--- src/rtl/iamc_pkg.sv ---
// package for the idle / active mode controller
// types, register map, reset values and codes shared by the cfg, state and top rtl files
// no dependencies
package iamc_pkg;

    localparam int TIME_BITS_DEF = 32;
    localparam int APB_ADDR_W    = 5;
    localparam int APB_DATA_W    = 32;

    localparam logic [23:0] IDLE_TIMEOUT_RST  = 24'd30000;
    localparam logic [15:0] IDLE_BLINK_RST    = 16'd500;
    localparam logic [15:0] HEARTBEAT_RST     = 16'd500;
    localparam logic [15:0] BEACON_PERIOD_RST = 16'd5000;
    localparam logic [15:0] COMM_PERIOD_RST   = 16'd100;

    typedef enum logic [2:0] {
        REG_IDLE_TIMEOUT  = 3'd0,
        REG_IDLE_BLINK    = 3'd1,
        REG_HEARTBEAT     = 3'd2,
        REG_BEACON_PERIOD = 3'd3,
        REG_COMM_PERIOD   = 3'd4
    } t_reg_idx;

    typedef enum logic [1:0] {
        MODE_IDLE = 2'd0,
        MODE_ACQ  = 2'd1,
        MODE_COMM = 2'd2,
        MODE_REC  = 2'd3
    } t_mode;

    typedef enum logic [1:0] {
        CMD_NONE   = 2'd0,
        CMD_STOP   = 2'd1,
        CMD_RESUME = 2'd2
    } t_cmd;

    typedef struct packed {
        logic [23:0] idle_timeout;
        logic [15:0] idle_blink_period;
        logic [15:0] active_heartbeat_period;
        logic [15:0] beacon_period;
        logic [15:0] comm_period;
    } t_cfg;

    typedef struct packed {
        logic [31:0] now_ms;
        logic        ble_connected;
        logic        tcp_client;
        logic        ble_rec_tx;
        logic        wake_pending;
        logic        stop_pending;
        logic        trigger_fired;
        logic [31:0] send_return_ms;
    } t_tick;

    typedef struct packed {
        t_mode mode;
        logic  report_valid;
        t_mode reported_mode;
        t_cmd  sensor_command;
        logic  acquire_triggers;
        logic  send_beacon;
        logic  send_telemetry;
        logic  acquire_before_send;
        logic  green_led;
        logic  red_led;
        logic  wake_taken;
        logic  stop_taken;
    } t_res;

endpackage

--- src/rtl/iamc_if.sv ---
// valid / ready channel interfaces for tick beats and result beats
// no dependencies
interface iamc_tick_if;
    logic        valid;
    logic        ready;
    logic [31:0] now_ms;
    logic        ble_connected;
    logic        tcp_client;
    logic        ble_rec_tx;
    logic        wake_pending;
    logic        stop_pending;
    logic        trigger_fired;
    logic [31:0] send_return_ms;

    modport source (
        output valid, now_ms, ble_connected, tcp_client, ble_rec_tx,
               wake_pending, stop_pending, trigger_fired, send_return_ms,
        input  ready
    );
    modport sink (
        input  valid, now_ms, ble_connected, tcp_client, ble_rec_tx,
               wake_pending, stop_pending, trigger_fired, send_return_ms,
        output ready
    );
endinterface

interface iamc_res_if;
    logic       valid;
    logic       ready;
    logic [1:0] mode;
    logic       report_valid;
    logic [1:0] reported_mode;
    logic [1:0] sensor_command;
    logic       acquire_triggers;
    logic       send_beacon;
    logic       send_telemetry;
    logic       acquire_before_send;
    logic       green_led;
    logic       red_led;
    logic       wake_taken;
    logic       stop_taken;

    modport source (
        output valid, mode, report_valid, reported_mode, sensor_command,
               acquire_triggers, send_beacon, send_telemetry,
               acquire_before_send, green_led, red_led, wake_taken, stop_taken,
        input  ready
    );
    modport sink (
        input  valid, mode, report_valid, reported_mode, sensor_command,
               acquire_triggers, send_beacon, send_telemetry,
               acquire_before_send, green_led, red_led, wake_taken, stop_taken,
        output ready
    );
endinterface

--- src/rtl/iamc_cfg.sv ---
// apb configuration registers: timeout and the four periods
// depends on iamc_pkg
module iamc_cfg (
    input  logic                               i_clk,
    input  logic                               i_rst_n,
    input  logic                               psel,
    input  logic                               penable,
    input  logic                               pwrite,
    input  logic [iamc_pkg::APB_ADDR_W-1:0]    paddr,
    input  logic [iamc_pkg::APB_DATA_W-1:0]    pwdata,
    output logic [iamc_pkg::APB_DATA_W-1:0]    prdata,
    output logic                               pready,
    output iamc_pkg::t_cfg                     o_cfg
);

    iamc_pkg::t_cfg   r_cfg;
    iamc_pkg::t_reg_idx idx;
    logic             wr_en;

    assign idx    = iamc_pkg::t_reg_idx'(paddr[4:2]);
    assign wr_en  = psel && penable && pwrite;
    assign pready = 1'b1;
    assign o_cfg  = r_cfg;

    always_ff @(posedge i_clk) begin
        if (!i_rst_n) begin
            r_cfg.idle_timeout            <= iamc_pkg::IDLE_TIMEOUT_RST;
            r_cfg.idle_blink_period       <= iamc_pkg::IDLE_BLINK_RST;
            r_cfg.active_heartbeat_period <= iamc_pkg::HEARTBEAT_RST;
            r_cfg.beacon_period           <= iamc_pkg::BEACON_PERIOD_RST;
            r_cfg.comm_period             <= iamc_pkg::COMM_PERIOD_RST;
        end else if (wr_en) begin
            case (idx)
                iamc_pkg::REG_IDLE_TIMEOUT:  r_cfg.idle_timeout <= pwdata[23:0];
                iamc_pkg::REG_IDLE_BLINK:    r_cfg.idle_blink_period <= pwdata[15:0];
                iamc_pkg::REG_HEARTBEAT:     r_cfg.active_heartbeat_period <= pwdata[15:0];
                iamc_pkg::REG_BEACON_PERIOD: r_cfg.beacon_period <= pwdata[15:0];
                iamc_pkg::REG_COMM_PERIOD:   r_cfg.comm_period <= pwdata[15:0];
                default: ;
            endcase
        end
    end

    always_comb begin
        case (idx)
            iamc_pkg::REG_IDLE_TIMEOUT:  prdata = {8'd0, r_cfg.idle_timeout};
            iamc_pkg::REG_IDLE_BLINK:    prdata = {16'd0, r_cfg.idle_blink_period};
            iamc_pkg::REG_HEARTBEAT:     prdata = {16'd0, r_cfg.active_heartbeat_period};
            iamc_pkg::REG_BEACON_PERIOD: prdata = {16'd0, r_cfg.beacon_period};
            iamc_pkg::REG_COMM_PERIOD:   prdata = {16'd0, r_cfg.comm_period};
            default:                     prdata = '0;
        endcase
    end

endmodule

--- src/rtl/iamc_state.sv ---
// mode state, deadlines and led levels with the per-tick update logic
// depends on iamc_pkg
module iamc_state #(
    parameter int TIME_BITS = iamc_pkg::TIME_BITS_DEF
) (
    input  logic            i_clk,
    input  logic            i_rst_n,
    input  iamc_pkg::t_cfg  i_cfg,
    input  iamc_pkg::t_tick i_tick,
    input  logic            i_step,
    output iamc_pkg::t_res  o_res
);

    localparam int MSB = TIME_BITS - 1;

    iamc_pkg::t_mode r_mode, n_mode, r_last, n_last, mode1;
    logic [MSB:0]    r_act, n_act, r_beacon, n_beacon, r_led, n_led, r_comm, n_comm;
    logic            r_snap, n_snap, r_green, n_green, r_red, n_red;

    logic [MSB:0] now, ret, el, c2, lag;
    logic [MSB:0] blink, hb, beacon_p, comm_p;
    logic         link, timed;

    function automatic logic reached(input logic [MSB:0] t, input logic [MSB:0] dl);
        logic [MSB:0] d;
        d = t - dl;
        return !d[MSB];
    endfunction

    assign now      = i_tick.now_ms[MSB:0];
    assign ret      = i_tick.send_return_ms[MSB:0];
    assign link     = i_tick.ble_connected || i_tick.tcp_client || i_tick.ble_rec_tx;
    assign blink    = TIME_BITS'(i_cfg.idle_blink_period);
    assign hb       = TIME_BITS'(i_cfg.active_heartbeat_period);
    assign beacon_p = TIME_BITS'(i_cfg.beacon_period);
    assign comm_p   = TIME_BITS'(i_cfg.comm_period);

    always_comb begin
        n_mode   = r_mode;
        n_last   = r_last;
        n_act    = i_tick.trigger_fired ? now : r_act;
        n_beacon = r_beacon;
        n_led    = r_led;
        n_comm   = r_comm;
        n_snap   = r_snap;
        n_green  = r_green;
        n_red    = r_red;
        el       = now - n_act;
        timed    = !el[MSB] && (32'(el) >= 32'(i_cfg.idle_timeout));
        c2       = '0;
        lag      = '0;
        o_res    = '0;

        // transition phase
        if (r_mode == iamc_pkg::MODE_IDLE) begin
            o_res.wake_taken = i_tick.wake_pending;
            if (i_tick.wake_pending || link) begin
                n_mode = iamc_pkg::MODE_COMM;
                o_res.sensor_command = iamc_pkg::CMD_RESUME;
                n_red  = 1'b0;
                n_led  = now;
                n_comm = now;
                n_snap = 1'b0;
            end else if (reached(now, r_led)) begin
                n_led   = now + blink;
                n_green = 1'b0;
                n_red   = !r_red;
            end
        end else begin
            o_res.stop_taken = i_tick.stop_pending;
            if ((timed && !link) || i_tick.stop_pending) begin
                n_mode   = iamc_pkg::MODE_IDLE;
                o_res.sensor_command = iamc_pkg::CMD_STOP;
                n_green  = 1'b0;
                n_red    = 1'b0;
                n_led    = now;
                n_beacon = now;
            end else if (i_tick.ble_rec_tx) begin
                n_mode = iamc_pkg::MODE_REC;
                n_led  = now + hb;
            end else begin
                if (r_mode == iamc_pkg::MODE_REC) begin
                    n_mode = iamc_pkg::MODE_COMM;
                    n_led  = now;
                end
                if (reached(now, n_led)) begin
                    n_led   = now + hb;
                    n_red   = 1'b0;
                    n_green = !r_green;
                end
            end
        end

        // report phase
        mode1 = n_mode;
        o_res.reported_mode = mode1;
        o_res.report_valid  = (mode1 != r_last);
        n_last = mode1;

        // send phase
        if (mode1 == iamc_pkg::MODE_IDLE) begin
            o_res.acquire_triggers = 1'b1;
            if (reached(now, n_beacon)) begin
                n_beacon = now + beacon_p;
                o_res.send_beacon = 1'b1;
            end
            n_snap = 1'b0;
        end else if (reached(now, n_comm)) begin
            o_res.send_telemetry      = 1'b1;
            o_res.acquire_before_send = !n_snap;
            c2  = n_comm + comm_p;
            lag = ret - c2;
            if (!lag[MSB] && (lag > comm_p)) begin
                n_comm = ret + comm_p;
            end else begin
                n_comm = c2;
            end
            n_snap = 1'b1;
            if (mode1 != iamc_pkg::MODE_REC) begin
                n_mode = iamc_pkg::MODE_ACQ;
            end
        end

        o_res.mode      = n_mode;
        o_res.green_led = n_green;
        o_res.red_led   = n_red;
    end

    always_ff @(posedge i_clk) begin
        if (!i_rst_n) begin
            r_mode   <= iamc_pkg::MODE_COMM;
            r_last   <= iamc_pkg::MODE_COMM;
            r_act    <= '0;
            r_beacon <= '0;
            r_led    <= '0;
            r_comm   <= '0;
            r_snap   <= 1'b0;
            r_green  <= 1'b0;
            r_red    <= 1'b0;
        end else if (i_step) begin
            r_mode   <= n_mode;
            r_last   <= n_last;
            r_act    <= n_act;
            r_beacon <= n_beacon;
            r_led    <= n_led;
            r_comm   <= n_comm;
            r_snap   <= n_snap;
            r_green  <= n_green;
            r_red    <= n_red;
        end
    end

endmodule

--- src/rtl/idle_active_mode_controller.sv ---
// a tick beat is held in the input register, then its result beat in the result register
// throughput: one tick beat per cycle while the result register is empty or taken; the state
//   update is combinational between the input register and the result register
// reset: synchronous active low; mode comm, all deadlines and the activity time at zero,
//   leds off, registers at their documented defaults, both registers empty
module idle_active_mode_controller #(
    parameter int TIME_BITS = iamc_pkg::TIME_BITS_DEF
) (
    input  logic                            i_clk,
    input  logic                            i_rst_n,
    input  logic                            psel,
    input  logic                            penable,
    input  logic                            pwrite,
    input  logic [iamc_pkg::APB_ADDR_W-1:0] paddr,
    input  logic [iamc_pkg::APB_DATA_W-1:0] pwdata,
    output logic [iamc_pkg::APB_DATA_W-1:0] prdata,
    output logic                            pready,
    iamc_tick_if.sink                       i_tick,
    iamc_res_if.source                      o_res
);

    iamc_pkg::t_cfg  cfg;
    iamc_pkg::t_tick r_in, in_beat;
    iamc_pkg::t_res  r_res, step_res;
    logic            r_in_valid, n_in_valid, r_out_valid, n_out_valid;
    logic            advance, accept;

    iamc_cfg u_cfg (
        .i_clk   (i_clk),
        .i_rst_n (i_rst_n),
        .psel    (psel),
        .penable (penable),
        .pwrite  (pwrite),
        .paddr   (paddr),
        .pwdata  (pwdata),
        .prdata  (prdata),
        .pready  (pready),
        .o_cfg   (cfg)
    );

    iamc_state #(
        .TIME_BITS (TIME_BITS)
    ) u_state (
        .i_clk   (i_clk),
        .i_rst_n (i_rst_n),
        .i_cfg   (cfg),
        .i_tick  (r_in),
        .i_step  (advance),
        .o_res   (step_res)
    );

    assign in_beat.now_ms         = i_tick.now_ms;
    assign in_beat.ble_connected  = i_tick.ble_connected;
    assign in_beat.tcp_client     = i_tick.tcp_client;
    assign in_beat.ble_rec_tx     = i_tick.ble_rec_tx;
    assign in_beat.wake_pending   = i_tick.wake_pending;
    assign in_beat.stop_pending   = i_tick.stop_pending;
    assign in_beat.trigger_fired  = i_tick.trigger_fired;
    assign in_beat.send_return_ms = i_tick.send_return_ms;

    assign advance      = r_in_valid && (!r_out_valid || o_res.ready);
    assign i_tick.ready = !r_in_valid || advance;
    assign accept       = i_tick.valid && i_tick.ready;

    always_comb begin
        n_in_valid = r_in_valid;
        if (accept) begin
            n_in_valid = 1'b1;
        end else if (advance) begin
            n_in_valid = 1'b0;
        end
        n_out_valid = r_out_valid;
        if (advance) begin
            n_out_valid = 1'b1;
        end else if (o_res.ready) begin
            n_out_valid = 1'b0;
        end
    end

    always_ff @(posedge i_clk) begin
        if (!i_rst_n) begin
            r_in_valid  <= 1'b0;
            r_out_valid <= 1'b0;
        end else begin
            r_in_valid  <= n_in_valid;
            r_out_valid <= n_out_valid;
        end
    end

    always_ff @(posedge i_clk) begin
        if (accept) begin
            r_in <= in_beat;
        end
        if (advance) begin
            r_res <= step_res;
        end
    end

    assign o_res.valid               = r_out_valid;
    assign o_res.mode                = r_res.mode;
    assign o_res.report_valid        = r_res.report_valid;
    assign o_res.reported_mode       = r_res.reported_mode;
    assign o_res.sensor_command      = r_res.sensor_command;
    assign o_res.acquire_triggers    = r_res.acquire_triggers;
    assign o_res.send_beacon         = r_res.send_beacon;
    assign o_res.send_telemetry      = r_res.send_telemetry;
    assign o_res.acquire_before_send = r_res.acquire_before_send;
    assign o_res.green_led           = r_res.green_led;
    assign o_res.red_led             = r_res.red_led;
    assign o_res.wake_taken          = r_res.wake_taken;
    assign o_res.stop_taken          = r_res.stop_taken;

    a_acq_needs_send: assert property (@(posedge i_clk) disable iff (!i_rst_n)
        r_out_valid && r_res.acquire_before_send |-> r_res.send_telemetry)
        else $error("acquire before send without a send");

    a_send_mode: assert property (@(posedge i_clk) disable iff (!i_rst_n)
        r_out_valid && r_res.send_telemetry |->
            (r_res.mode == iamc_pkg::MODE_ACQ) || (r_res.mode == iamc_pkg::MODE_REC))
        else $error("telemetry send outside an active mode");

    a_beacon_idle: assert property (@(posedge i_clk) disable iff (!i_rst_n)
        r_out_valid && r_res.send_beacon |->
            (r_res.mode == iamc_pkg::MODE_IDLE) && r_res.acquire_triggers)
        else $error("beacon outside idle");

    a_one_flag_taken: assert property (@(posedge i_clk) disable iff (!i_rst_n)
        r_out_valid |-> !(r_res.wake_taken && r_res.stop_taken))
        else $error("wake and stop consumed on the same tick");

    a_stop_reports: assert property (@(posedge i_clk) disable iff (!i_rst_n)
        r_out_valid && (r_res.sensor_command == iamc_pkg::CMD_STOP) |->
            r_res.report_valid && (r_res.reported_mode == iamc_pkg::MODE_IDLE))
        else $error("sensor stop without an idle report");

endmodule
--- src/flat_wrapper.sv ---
// flat-port wrapper written by rule: the top's interface ports become plain ports
module idle_active_mode_controller_flat 
#(
    parameter int TIME_BITS = iamc_pkg::TIME_BITS_DEF
)
  (i_clk, i_rst_n, psel, penable, pwrite, paddr, pwdata, prdata, pready, i_tick_valid, i_tick_now_ms, i_tick_ble_connected, i_tick_tcp_client, i_tick_ble_rec_tx, i_tick_wake_pending, i_tick_stop_pending, i_tick_trigger_fired, i_tick_send_return_ms, i_tick_ready, o_res_valid, o_res_mode, o_res_report_valid, o_res_reported_mode, o_res_sensor_command, o_res_acquire_triggers, o_res_send_beacon, o_res_send_telemetry, o_res_acquire_before_send, o_res_green_led, o_res_red_led, o_res_wake_taken, o_res_stop_taken, o_res_ready);
  iamc_tick_if i_tick_i ();
  iamc_res_if o_res_i ();
  input  logic i_clk;
  input  logic i_rst_n;
  input  logic psel;
  input  logic penable;
  input  logic pwrite;
  input  logic [iamc_pkg::APB_ADDR_W-1:0] paddr;
  input  logic [iamc_pkg::APB_DATA_W-1:0] pwdata;
  output logic [iamc_pkg::APB_DATA_W-1:0] prdata;
  output logic pready;
  input wire logic [$bits(i_tick_i.valid)-1:0] i_tick_valid;
  input wire logic [$bits(i_tick_i.now_ms)-1:0] i_tick_now_ms;
  input wire logic [$bits(i_tick_i.ble_connected)-1:0] i_tick_ble_connected;
  input wire logic [$bits(i_tick_i.tcp_client)-1:0] i_tick_tcp_client;
  input wire logic [$bits(i_tick_i.ble_rec_tx)-1:0] i_tick_ble_rec_tx;
  input wire logic [$bits(i_tick_i.wake_pending)-1:0] i_tick_wake_pending;
  input wire logic [$bits(i_tick_i.stop_pending)-1:0] i_tick_stop_pending;
  input wire logic [$bits(i_tick_i.trigger_fired)-1:0] i_tick_trigger_fired;
  input wire logic [$bits(i_tick_i.send_return_ms)-1:0] i_tick_send_return_ms;
  output wire logic [$bits(i_tick_i.ready)-1:0] i_tick_ready;
  output wire logic [$bits(o_res_i.valid)-1:0] o_res_valid;
  output wire logic [$bits(o_res_i.mode)-1:0] o_res_mode;
  output wire logic [$bits(o_res_i.report_valid)-1:0] o_res_report_valid;
  output wire logic [$bits(o_res_i.reported_mode)-1:0] o_res_reported_mode;
  output wire logic [$bits(o_res_i.sensor_command)-1:0] o_res_sensor_command;
  output wire logic [$bits(o_res_i.acquire_triggers)-1:0] o_res_acquire_triggers;
  output wire logic [$bits(o_res_i.send_beacon)-1:0] o_res_send_beacon;
  output wire logic [$bits(o_res_i.send_telemetry)-1:0] o_res_send_telemetry;
  output wire logic [$bits(o_res_i.acquire_before_send)-1:0] o_res_acquire_before_send;
  output wire logic [$bits(o_res_i.green_led)-1:0] o_res_green_led;
  output wire logic [$bits(o_res_i.red_led)-1:0] o_res_red_led;
  output wire logic [$bits(o_res_i.wake_taken)-1:0] o_res_wake_taken;
  output wire logic [$bits(o_res_i.stop_taken)-1:0] o_res_stop_taken;
  input wire logic [$bits(o_res_i.ready)-1:0] o_res_ready;
  assign i_tick_i.valid = i_tick_valid;
  assign i_tick_i.now_ms = i_tick_now_ms;
  assign i_tick_i.ble_connected = i_tick_ble_connected;
  assign i_tick_i.tcp_client = i_tick_tcp_client;
  assign i_tick_i.ble_rec_tx = i_tick_ble_rec_tx;
  assign i_tick_i.wake_pending = i_tick_wake_pending;
  assign i_tick_i.stop_pending = i_tick_stop_pending;
  assign i_tick_i.trigger_fired = i_tick_trigger_fired;
  assign i_tick_i.send_return_ms = i_tick_send_return_ms;
  assign i_tick_ready = i_tick_i.ready;
  assign o_res_valid = o_res_i.valid;
  assign o_res_mode = o_res_i.mode;
  assign o_res_report_valid = o_res_i.report_valid;
  assign o_res_reported_mode = o_res_i.reported_mode;
  assign o_res_sensor_command = o_res_i.sensor_command;
  assign o_res_acquire_triggers = o_res_i.acquire_triggers;
  assign o_res_send_beacon = o_res_i.send_beacon;
  assign o_res_send_telemetry = o_res_i.send_telemetry;
  assign o_res_acquire_before_send = o_res_i.acquire_before_send;
  assign o_res_green_led = o_res_i.green_led;
  assign o_res_red_led = o_res_i.red_led;
  assign o_res_wake_taken = o_res_i.wake_taken;
  assign o_res_stop_taken = o_res_i.stop_taken;
  assign o_res_i.ready = o_res_ready;
  idle_active_mode_controller #(.TIME_BITS(TIME_BITS)) u_core (.i_clk(i_clk), .i_rst_n(i_rst_n), .psel(psel), .penable(penable), .pwrite(pwrite), .paddr(paddr), .pwdata(pwdata), .prdata(prdata), .pready(pready), .i_tick(i_tick_i), .o_res(o_res_i));
endmodule
--- config.mk ---
export PLATFORM = sky130hd
export DESIGN_NAME = idle_active_mode_controller_flat
export DESIGN_NICKNAME = d
export VERILOG_FILES = /design/src/rtl/iamc_pkg.sv /design/src/rtl/iamc_if.sv /design/src/rtl/iamc_cfg.sv /design/src/rtl/iamc_state.sv /design/src/rtl/idle_active_mode_controller.sv /design/src/flat_wrapper.sv
export SDC_FILE = /design/constraint.sdc
export NUM_CORES = 1
export LEC_CHECK = 0
export ABC_AREA = 1
export BUFFER_PORTS_ARGS = -buffer_cell sky130_fd_sc_hd__buf_2
export CORE_ASPECT_RATIO = 0.8
export CORE_UTILIZATION = 63
export CTS_BUF_LIST = sky130_fd_sc_hd__clkbuf_16
export CTS_CLUSTER_SIZE = 30
export DETAILED_ROUTE_END_ITERATION = 12
export PLACE_DENSITY = 0.82
export SETUP_SLACK_MARGIN = 0.4
export SLEW_MARGIN = 20
export SYNTH_ARGS = -nofsm -noshare
export SYNTH_HDL_FRONTEND = slang
export SYNTH_SLANG_ARGS = --single-unit
--- constraint.sdc ---
create_clock -name i_clk -period 8.6 [get_ports i_clk]
set_input_delay 0.43 -clock i_clk [delete_from_list [all_inputs] [get_ports i_clk]]
set_output_delay 0.43 -clock i_clk [all_outputs]
set_load 0.005 [all_outputs]
# [Yosys cells after proc, flatten, opt, wreduce, memory -nomap -nowiden]
# Index checks and enable logic that the tools add are counted.
# W data, S select, Z words.
[word_totals] ff_bits=310 inputBits=114 output_inout_bits=50 word_cells=145
[op_classes] n_addsub=11 n_lt_le_gt_ge=2 eq_ne=8 n_mux=55 reduce_logical=33
[op_table] cell="$mux W32" n=20
[op_table] cell="$sub A32 B32 Y32" n=6
[op_table] cell="$add A32 B16 Y32" n=5
[op_table] cell="$pmux W24 S5" n=1
[op_table] cell="$ge A32 B24 Y1" n=1
[op_table] cell="$gt A32 B16 Y1" n=1
[op_table] cell="$mux W2" n=12
[op_table] cell="$mux W1" n=22
[op_table] cell="$reduce_and A2 Y1" n=6
[op_table] cell="$logic_not A1 Y1" n=8
[op_table] cell="$logic_and A1 B1 Y1" n=7
[op_table] cell="$eq A3 B2 Y1 const B" n=2
[op_table] cell="$logic_or A1 B1 Y1" n=6
[op_table] cell="$logic_not A2 Y1" n=2
[op_table] cell="$reduce_bool A2 Y1" n=2
[op_table] cell="$eq A3 B1 Y1 const B" n=1
[op_table] cell="$eq A3 B3 Y1 const B" n=1
[op_table] cell="$logic_not A3 Y1" n=1
[op_table] cell="$ne A3 B3 Y1 const B" n=1
[op_table] cell="$eq A2 B2 Y1 const B" n=1
[op_table] cell="$ne A2 B2 Y1" n=1
[op_table] cell="$ne A2 B2 Y1 const B" n=1
[op_table] cell="$reduce_or A2 Y1" n=1

# [Depth between registers and ports, before layout]
# Gate-level depths: netlist of the first run.
[depth] ltp_word=13 mapped_depth=56 depth_no_buf=52

# [Cells and area by module]
# Synthesis of the first run repeated with hierarchy kept, for this count alone.
[unflattened] hier_cells=4083 area_unflattened_um2=27639.0
[by_module_without_submodules] module="iamc_state" instances=1 cells_per_inst=3304 area_each_um2=20583.5 seq_area_each_um2=2702.6
[by_module_without_submodules] module="iamc_cfg" instances=1 cells_per_inst=681 area_each_um2=4408.0 seq_area_each_um2=1761.7
[by_module_without_submodules] module="idle_active_mode_controller" instances=1 cells_per_inst=98 area_each_um2=2647.5 seq_area_each_um2=2592.5

# [Worst setup path after synthesis of the first run]
# No wires, ideal clock.
[synth_path] path_type="flip-flop to flip-flop" from="register u_core.r_in[32] in the netlist's numbering" to="register u_core.u_state.r_beacon[20]" setup_ns=0.109 t_arrival_ns=6.062 required_ns=8.491 slack_ns=2.428 path_stages_with_launch=49 path_buffers=6 period_less_slack_ns=6.172 path_cell_list="edfxtp_1 clkbuf_1 clkbuf_1 buf_1 mux2i_1 ha_1 a21oi_1 nor2_1 nor2_1 nand3_2 nand2_1 nand3_1 xor2_1 ha_1 a21o_1 nor2_1 nand2_1 nor2_1 [... 13 more ...] o21ai_0 inv_1 ha_1 nand2_1 inv_1 nand3_1 a31oi_1 a2111oi_0 nand2_1 nand2_1 nand2_1 nand2_1 nand3_4 buf_4 nand2_1 nand3_1 nand2_1 inv_1"
[synth_via] elab_chain_len=11 elab_cells_between_ends=15 cone_classes="add/sub (2); order compare (1); mux (7); reduce/logical (5)"
[synth_lines] element="start, declared" line_no="idle_active_mode_controller.sv:23" rtl="iamc_pkg::t_tick r_in, in_beat;"
[synth_lines] element="start signal, assigned" line_no="idle_active_mode_controller.sv:92" rtl="r_in <= in_beat;"
[synth_lines] element="$mux W32 *" line_no="iamc_state.sv:41" rtl="n_act = i_tick.trigger_fired ? now : r_act;"
[synth_lines] element="$sub A32 B32 Y32 *" line_no="iamc_state.sv:48" rtl="el = now - n_act;"
[synth_lines] element="$ge A32 B24 Y1 or $logic_not A1 Y1 (tied branches)" line_no="iamc_state.sv:49" rtl="timed = !el[MSB] && (32'(el) >= 32'(i_cfg.idle_timeout));"
[synth_lines] element="$logic_and A1 B1 Y1 *" line_no="iamc_state.sv:49"
[synth_lines] element="$logic_and A1 B1 Y1 *" line_no="iamc_state.sv:71" rtl="if ((timed && !link) || i_tick.stop_pending) begin"
[synth_lines] element="$logic_or A1 B1 Y1 *" line_no="iamc_state.sv:71"
[synth_lines] element="$mux W32" line_no="iamc_state.sv:71"
[synth_lines] element="$mux W32" line_no="iamc_state.sv:55" rtl="if (r_mode == iamc_pkg::MODE_IDLE) begin"
[synth_lines] element="$sub A32 B32 Y32" line_no="iamc_state.sv:26" rtl="d = t - dl;"
[synth_lines] element="$mux W32" line_no="iamc_state.sv:103" rtl="if (reached(now, n_beacon)) begin"
[synth_lines] element="$mux W32 *" line_no="iamc_state.sv:101" rtl="if (mode1 == iamc_pkg::MODE_IDLE) begin"
[synth_lines] element="end signal, assigned" line_no="iamc_state.sv:144" rtl="r_beacon <= n_beacon;"
[synth_lines] element="end, declared" line_no="iamc_state.sv:17" rtl="logic [MSB:0] r_act, n_act, r_beacon, n_beacon, r_led, n_led, r_comm, n_comm;"
# Mark *: on every way between the ends. The rest lies on a longest branch, timed or not.
# A chain may end at the register's enable or synchronous reset.

# [Worst setup path after layout of the first run]
[layout_path] from="register u_core.r_in[35] in the netlist's numbering" to="register u_core.u_state.r_comm[9]"
[layout_via] elab_chain_len=11 elab_cells_between_ends=21 cone_classes="add/sub (3); order compare (1); mux (9); reduce/logical (8)"
[layout_lines] element="$logic_or A1 B1 Y1" line_no="iamc_state.sv:32" rtl="assign link = i_tick.ble_connected || i_tick.tcp_client || i_tick.ble_rec_tx;"
[layout_lines] element="$logic_or A1 B1 Y1" line_no="iamc_state.sv:57" rtl="if (i_tick.wake_pending || link) begin"
[layout_lines] element="$mux W32" line_no="iamc_state.sv:57"
[layout_lines] element="$mux W32" line_no="iamc_state.sv:55"
[layout_lines] element="$add A32 B16 Y32" line_no="iamc_state.sv:111" rtl="c2 = n_comm + comm_p;"
[layout_lines] element="$sub A32 B32 Y32" line_no="iamc_state.sv:112" rtl="lag = ret - c2;"
[layout_lines] element="$gt A32 B16 Y1 or $logic_not A1 Y1 (tied branches)" line_no="iamc_state.sv:113" rtl="if (!lag[MSB] && (lag > comm_p)) begin"
[layout_lines] element="$logic_and A1 B1 Y1" line_no="iamc_state.sv:113"
[layout_lines] element="$mux W32" line_no="iamc_state.sv:113"
[layout_lines] element="$mux W32" line_no="iamc_state.sv:108" rtl="end else if (reached(now, n_comm)) begin"
[layout_lines] element="$mux W32 *" line_no="iamc_state.sv:101"
[layout_lines] element="end signal, assigned" line_no="iamc_state.sv:146" rtl="r_comm <= n_comm;"
[layout_lines] element="end, declared" line_no="iamc_state.sv:17"
# Marks and branches as above.

==> results.py, run 1 <==
metrics = {
    "layout": {
        "nets": 4356,
        "fillers": 3590,
        "final_cell_mix": "nand2_1 (874), inv_1 (441), a21oi_1 (393)",
        "layout_commonest_cell": "nand2_1",
        "instances_no_fill": 4504,
        "area_growth_pct": 9.76,
        "antenna_cells": 0,
        "post-route-util": 0.708,
        "drive_above_1_share": 0.0808,
    },
    "drt": {
        "wl_um": 90900,
        "vias_per_cell": 6.09,
        "first_iter_violations": 3529,
        "drc": 0,
        "wire_per_inst_um": 20.2,
        "via_count": 27400,
        "drt-pass1-iter-count": 6,
        "ant_nets": 0,
    },
    "pwr": {
        "irDropWorstVdd_mv": 0.174,
        "p_per_area_mw_per_mm2": 185,
        "cellLeakagePower_uw": 0.0134,
    },
    "cts": {
        "tritoncts": "done",
        "cts_setup_buffers": 0,
        "h-tree-depth": 2,
        "clkSinkCount": 310,
        "clock_path_buffers": 3,
        "clkSlewWorstSetupHoldPaths_ns": 0.06,
        "cts_buffers": 36,
        "clk_latency_ns": 0.56,
        "cts_root_buf": "clkbuf_16",
    },
    "setup_path": {
        "crit_path_start_kind": "flop",
        "cp_max_fo": 17,
        "critPathMaxStageDelay_ns": 0.49,
        "cp_slowest_cell": "edfxtp_1",
        "crit_top_cell": "nand2_1",
        "cp-end-kind": "flop",
        "rr_endpoint": "u_core.u_state.r_comm[9]",
        "cp.arrival_ns": 8.17,
        "ff2ff_path_depth": 39,
        "reg2reg_from": "u_core.r_in[35]",
        "critical_path_class": "flop to flop",
        "worstPathRequired_ns": 9.01,
        "reg2reg_setup_slack_ns": 0.84,
    },
    "sta": {
        "setup-tns-final_ns": 0,
        "relSlewSlack": 0.303,
        "hold_viol_final": 0,
        "rsz0062_at_grt": "false",
        "period_share": 0.903,
        "finalClockSkew_ns": 0.0229,
        "min_period_ns": 7.76,
        "setup_viol": 0,
        "worst_slew_pin_slew_ns": 1.05,
        "fmax_mhz": 129,
        "slew_violations": 0,
    },
    "place": {
        "dp.cells": 4438,
        "port_buffers": 144,
        "place.gp.congestion": 0.997,
        "post-dp-hpwl_um": 68000,
    },
    "grt": {
        "antenna_found_initial": 3,
        "grt_max_degree": 83,
        "grt_pass1_wl_um": 139000,
        "grtUsageTotal": 0.420,
        "overflow": 0,
        "grt_pass1_vias": 24900,
    },
    "outcome": {
        "status": "finished, final reports clean",
    },
    "floorplan": {
        "dieWidth_um": 231,
        "dieHeight_um": 185,
        "dieArea_mm2": 0.0428,
        "ios": 164,
        "coreArea_mm2": 0.0410,
        "start_util": 0.645,
        "rows": 66,
    },
    "min_path": {
        "hold_path_class": "primary input to flop",
        "hold_path_depth": 1,
        "holdCritStartpoint": "i_tick_send_return_ms[8]",
        "hold-path-endpoint": "u_core.r_in[8]",
    },
    "logic_synthesis": {
        "async_flop_share": 0,
        "syn_inst": 3830,
        "syn_area_mm2": 0.0264,
        "synth_edf_count": 85,
        "ys_ff_latch": 310,
        "synthFlopType": "dfxtp_1",
        "yosys_warnings": 0,
        "synth_cell_type_count": 60,
        "ys_seq_area_frac": 0.267,
        "syn_avg_cell_area_um2": 6.90,
    },
    "flow_run": {
        "drv_cap": 0,
    },
}
[report_power, final]
group | internal, µW | total [µW] | switching, µW
registers | 1590 | 1660 | 65.4
logic | 670 | 1980 | 1310
clock network | 1030 | 1730 | 697
[synthesized netlist by cell type, drive strengths merged (2+ instances only)]
master / instances / area share
a21oi: 394 / 0.075
a2111oi: 2 / 0.00066
ha: 303 / 0.14
xnor2: 57 / 0.019
nand3: 206 / 0.040
clkbuf: 105 / 0.015
o21bai: 9 / 0.0026
a21boi: 21 / 0.0060
o211ai: 22 / 0.0063
inv: 453 / 0.064
a211oi: 52 / 0.015
buf: 40 / 0.0091
nor2: 287 / 0.042
xor2: 116 / 0.039
nor3: 32 / 0.0064
a22oi: 3 / 0.00085
o21a: 4 / 0.0011
o221a: 2 / 0.00085
conb: 2 / 0.00028
mux2i: 13 / 0.0049
nand4: 76 / 0.018
a41oi: 6 / 0.0020
clkinv: 7 / 0.00099
nand3b: 5 / 0.0014
nand2: 882 / 0.13
o2111ai: 9 / 0.0030
or2: 8 / 0.0019
a21o: 11 / 0.0031
a31oi: 15 / 0.0036
nor4: 10 / 0.0024
o31ai: 7 / 0.0020
a221oi: 20 / 0.0066
dfxtp: 225 / 0.17
o21ai: 323 / 0.062
edfxtp: 85 / 0.097
o221ai: 5 / 0.0017
fa: 7 / 0.0053
[flip-flops by register name, indices dropped and copies added (netlist names), 2 cells and up]
| signal | cells |
|---|---|
| u_core.o_res.mode | 2 |
| u_core.o_res.reported_mode | 2 |
| u_core.o_res.sensor_command | 2 |
| u_core.r_in | 70 |
| u_core.u_cfg.o_cfg | 88 |
| u_core.u_state.r_act | 32 |
| u_core.u_state.r_beacon | 32 |
| u_core.u_state.r_comm | 32 |
| u_core.u_state.r_last | 2 |
| u_core.u_state.r_led | 32 |
| u_core.u_state.r_mode | 2 |
[metal layers]
| metal | track usage | routed length [µm] | vias up |
|---|---|---|---|
| met1 | 0.573 | 37900 | 12400 |
| met2 | 0.608 | 36600 | 1554 |
| met5 | 0 | 51 | - |
| met3 | 0.121 | 12000 | 294 |
| met4 | 0.196 | 4410 | 8 |
| li1 | - | - | 13200 |
[kinds of logic (layout without fill, tap and decap cells)]
kind of cell	after synthesis	after routing	synth area share
other	2	9	0.000284
adders and majority gates	310	310	0.149
xor gates and xnor gates	173	173	0.0579
and+or+nand+nor	1509	1509	0.239
buffers and inverters	605	728	0.0894
DFF	310	310	0.267
muxes	13	13	0.00493
AOI/OAI and AO/OA	908	908	0.193
[metrics by stage]
stage | area, µm² | total power [µW] | setup slack, ns | hold WS, ns
3_5_place_dp | 27700 | 3580 | 0.942 | 0.446
5_1_grt | 29000 | 5620 | 0.449 | 0.0444
6_report | 29000 | 5360 | 0.837 | 0.0449
3_3_place_gp | 27700 | 3540 | 1.15 | 0.441
4_1_cts | 29000 | 5280 | 0.890 | 0.0393
2_1_floorplan | 26400 | 3060 | 2.43 | 0.424
[critical path, delay by kind of cell, from the launching register on]
kind	cells	cell delay, ns
AOI/OAI and AO/OA	14	2.80
adders and majority gates	2	0.70
xor gates and xnor gates	3	0.60
DFF	1	0.49
and+or+nand+nor	15	2.22
buffers and inverters	5	0.78
[worst max-delay path by stage]
stage | start | to | slack, ns | depth (start not counted)
5_1_grt | u_core.r_in[35] | u_core.u_state.r_comm[23] | 0.45 | 39
6_report | u_core.r_in[35] | u_core.u_state.r_comm[9] | 0.84 | 39
4_1_cts | u_core.u_state.r_mode[1] | u_core.u_state.r_comm[15] | 0.89 | 34
3_3_place_gp | u_core.r_in[35] | u_core.u_state.r_comm[28] | 1.15 | 37
3_5_place_dp | u_core.u_state.r_mode[1] | u_core.u_state.r_comm[28] | 0.94 | 34
2_1_floorplan | u_core.r_in[32] | u_core.u_state.r_beacon[20] | 2.43 | 48
[final cells by class]
class	count	area [µm²]	share of cell area
Timing Repair Buffer	202	1160	0.0399
Sequential cell	310	7060	0.243
Multi-Input combinational cell	2922	17100	0.588
Inverter	460	1730	0.0598
Tap cell	544	681	0.0235
Clock inverter	24	259	0.00893
Clock buffer	42	1050	0.0363
[repair_timing]
action / in CTS / in global routing
resized for setup: 0 / 4
hold buffers: 0 / 0
endpoints found under the setup margin: 0 / 32
(Power assumes the default switching activity.)
==> run 2: changes to the inputs <==
--- a/config.mk
+++ b/config.mk
@@ -12,7 +12,8 @@
 export CTS_BUF_LIST = sky130_fd_sc_hd__clkbuf_16
 export CTS_CLUSTER_SIZE = 30
 export DETAILED_ROUTE_END_ITERATION = 12
-export PLACE_DENSITY = 0.82
+export HOLD_SLACK_MARGIN = 0.06
+export PLACE_DENSITY = 0.87
 export SETUP_SLACK_MARGIN = 0.4
 export SLEW_MARGIN = 20
 export SYNTH_ARGS = -nofsm -noshare
==> run 2 against run 1 <==
  * Global-route usage barely moved
  * First-iteration DRC count up 12%
  * Clock-buffer cell count did not move
  * Final cell count up 1.4%
  * Die area unchanged
  * Cell area up 1.9%
  * Clock power is 6% lower
  * Via count up 2.6%
  * Power is 1.4% lower
  * Setup slack better by 0.18 ns
  * Core utilization is 1.3 points higher
  * Critical endpoint is now u_core.u_state.r_comm[3]
  * Largest power group unchanged
==> results.py, run 2 (synthesis results as in run 1) <==
metrics = {
    "grt": {
        "met2_usage": 0.621,
        "antenna_found_initial": 3,
        "grt_pass1_vias": 25200,
        "grt_max_degree": 109,
        "use_met3": 0.118,
        "overflow": 0,
        "grt_busiest_layer": "met2",
        "met1_usage": 0.566,
        "grt_pass1_wl_um": 139000,
        "grtUsageTotal": 0.419,
    },
    "setup_path": {
        "crit_buf_inv": 4,
        "crit_family": "simple AND/OR/NAND/NOR gates",
        "crit_start": "u_core.u_state.r_mode[1]",
        "ff2ff_path_depth": 41,
        "reg2reg_from": "u_core.u_state.r_mode[1]",
        "cp.arrival_ns": 8.06,
        "crit_top_cell": "nand2_1",
        "critical_path_class": "flop to flop",
        "endpoint": "u_core.u_state.r_comm[3]",
        "cp_max_fo": 32,
        "rr_endpoint": "u_core.u_state.r_comm[3]",
        "path_depth": 41,
        "worstPathRequired_ns": 9.08,
        "cp-end-kind": "flop",
        "reg2reg_setup_slack_ns": 1.02,
        "crit_path_start_kind": "flop",
        "critPathMaxStageDelay_ns": 0.44,
        "cp_slowest_cell": "nor2_4",
    },
    "pwr": {
        "p_per_area_mw_per_mm2": 179,
        "irDropWorstVdd_mv": 0.178,
        "p_comb_frac": 0.380,
        "p_switching_uw": 2070,
        "p_total_uw": 5280,
        "power.internal_uw": 3210,
        "sw_frac_of_total": 0.392,
        "power_frac_clock": 0.306,
        "sequentialPowerShare": 0.314,
        "cellLeakagePower_uw": 0.0136,
    },
    "min_path": {
        "hold_path_class": "primary input to flop",
    },
    "drt": {
        "via_count": 28200,
        "first_iter_violations": 3962,
        "drc": 0,
        "vias_per_cell": 6.16,
        "wl_um": 91700,
        "wire_per_inst_um": 20.1,
        "drt-pass1-iter-count": 9,
        "ant_nets": 0,
    },
    "outcome": {
        "status": "finished, final reports clean",
    },
    "cts": {
        "cts_setup_buffers": 0,
        "h-tree-depth": 2,
        "clkSlewWorstSetupHoldPaths_ns": 0.06,
        "cts_buffers": 36,
        "clock_path_buffers": 3,
        "clk_latency_ns": 0.56,
        "tritoncts": "done",
        "clkSinkCount": 310,
        "cts_root_buf": "clkbuf_16",
    },
    "place": {
        "port_buffers": 144,
        "post-dp-hpwl_um": 67200,
        "place.gp.congestion": 1.03,
    },
    "sta": {
        "slew_violations": 0,
        "worst_slew_pin_slew_ns": 1.16,
        "setup_viol": 0,
        "fmax_mhz": 132,
        "rsz0062_at_grt": "false",
        "relSlewSlack": 0.227,
        "hold_viol_final": 0,
        "period_share": 0.881,
        "finalClockSkew_ns": 0.0376,
        "hold_ws_ns": 0.0651,
        "min_period_ns": 7.58,
        "setup-tns-final_ns": 0,
    },
    "floorplan": {
        "dieArea_mm2": 0.0428,
        "start_util": 0.645,
        "rows": 66,
        "dieWidth_um": 231,
        "ios": 164,
        "coreArea_mm2": 0.0410,
        "dieHeight_um": 185,
    },
    "layout": {
        "post-route-util": 0.721,
        "final_cell_mix": "nand2_1 (874), inv_1 (444), a21oi_1 (393)",
        "nets": 4416,
        "drive_above_1_share": 0.0766,
        "largest_reg_flops": 88,
        "fillers": 3355,
        "area_growth_pct": 11.8,
        "layout_commonest_cell": "nand2_1",
    },
    "flow_run": {
        "drv_cap": 0,
    },
}
-- run 2: power by group through the flow --
stage          Combinational, µW  Sequential (µW)  Clock, µW
2_1_floorplan               1390             1670          0
3_3_place_gp                1850             1680          0
3_5_place_dp                1890             1680          0
4_1_cts                     1930             1650       1610
5_1_grt                     2210             1660       1660
6_report                    2010             1660       1620
-- run 2: area by class of cell --
type | instances | area [µm²] | share of cell area
tap | 544 | 681 | 0.0230
multi-input combinational | 2922 | 17100 | 0.577
sequential | 310 | 7060 | 0.239
clock buffer | 42 | 1050 | 0.0356
inverter | 460 | 1730 | 0.0587
antenna | 3 | 7.51 | 0.000254
clock inverter | 24 | 161 | 0.00547
timing repair buffer | 262 | 1790 | 0.0605
-- run 2: worst min-delay path by stage --
stage	cells past startpoint	slack (ns)	end	start
floorplan	2	0.42	u_core.u_state.r_act[0]	u_core.u_state.r_act[0]
global placement	2	0.44	u_core.u_state.r_act[0]	u_core.u_state.r_act[0]
detailed placement	2	0.45	u_core.u_state.r_act[0]	u_core.u_state.r_act[0]
CTS	1	0.06	u_core.r_in[56]	i_tick_now_ms[18]
global route	1	0.06	u_core.r_in[32]	i_tick_trigger_fired
finish	1	0.07	u_core.r_in[0]	i_tick_send_return_ms[0]
-- run 2: timing repair --
item / CTS / global route
hold buffers: 61 / 2
setup endpoints to repair: 0 / 32
gates resized for setup: 0 / 7
hold endpoints to repair: 61 / 2
-- run 2: worst reg2reg max path, delay by kind of cell (launching register included) --
family | cells | cell delay (ns)
AO/OA/AOI/OAI | 8 | 1.38
flip-flops | 1 | 0.40
buffers and inverters | 4 | 0.70
XOR/XNOR | 2 | 0.31
adder cells (fa/ha/maj) | 3 | 1.06
AND/OR/NAND/NOR | 24 | 3.66
-- run 2: through the flow --
stage	setup slack (ns)	area, µm²	std cells
after global placement	1.23	27700	4435
after detailed placement	1.13	27700	4435
after CTS	1.05	29500	4562
after global routing	0.416	29500	4564
after floorplan	2.43	26400	3837
final	1.02	29500	4567
-- run 2: per-layer routing --
layer  share of wire  wire length [µm]
met4           0.049              4450
met2            0.41             37700
met5         0.00020                18
met1            0.40             36400
met3            0.14             13100
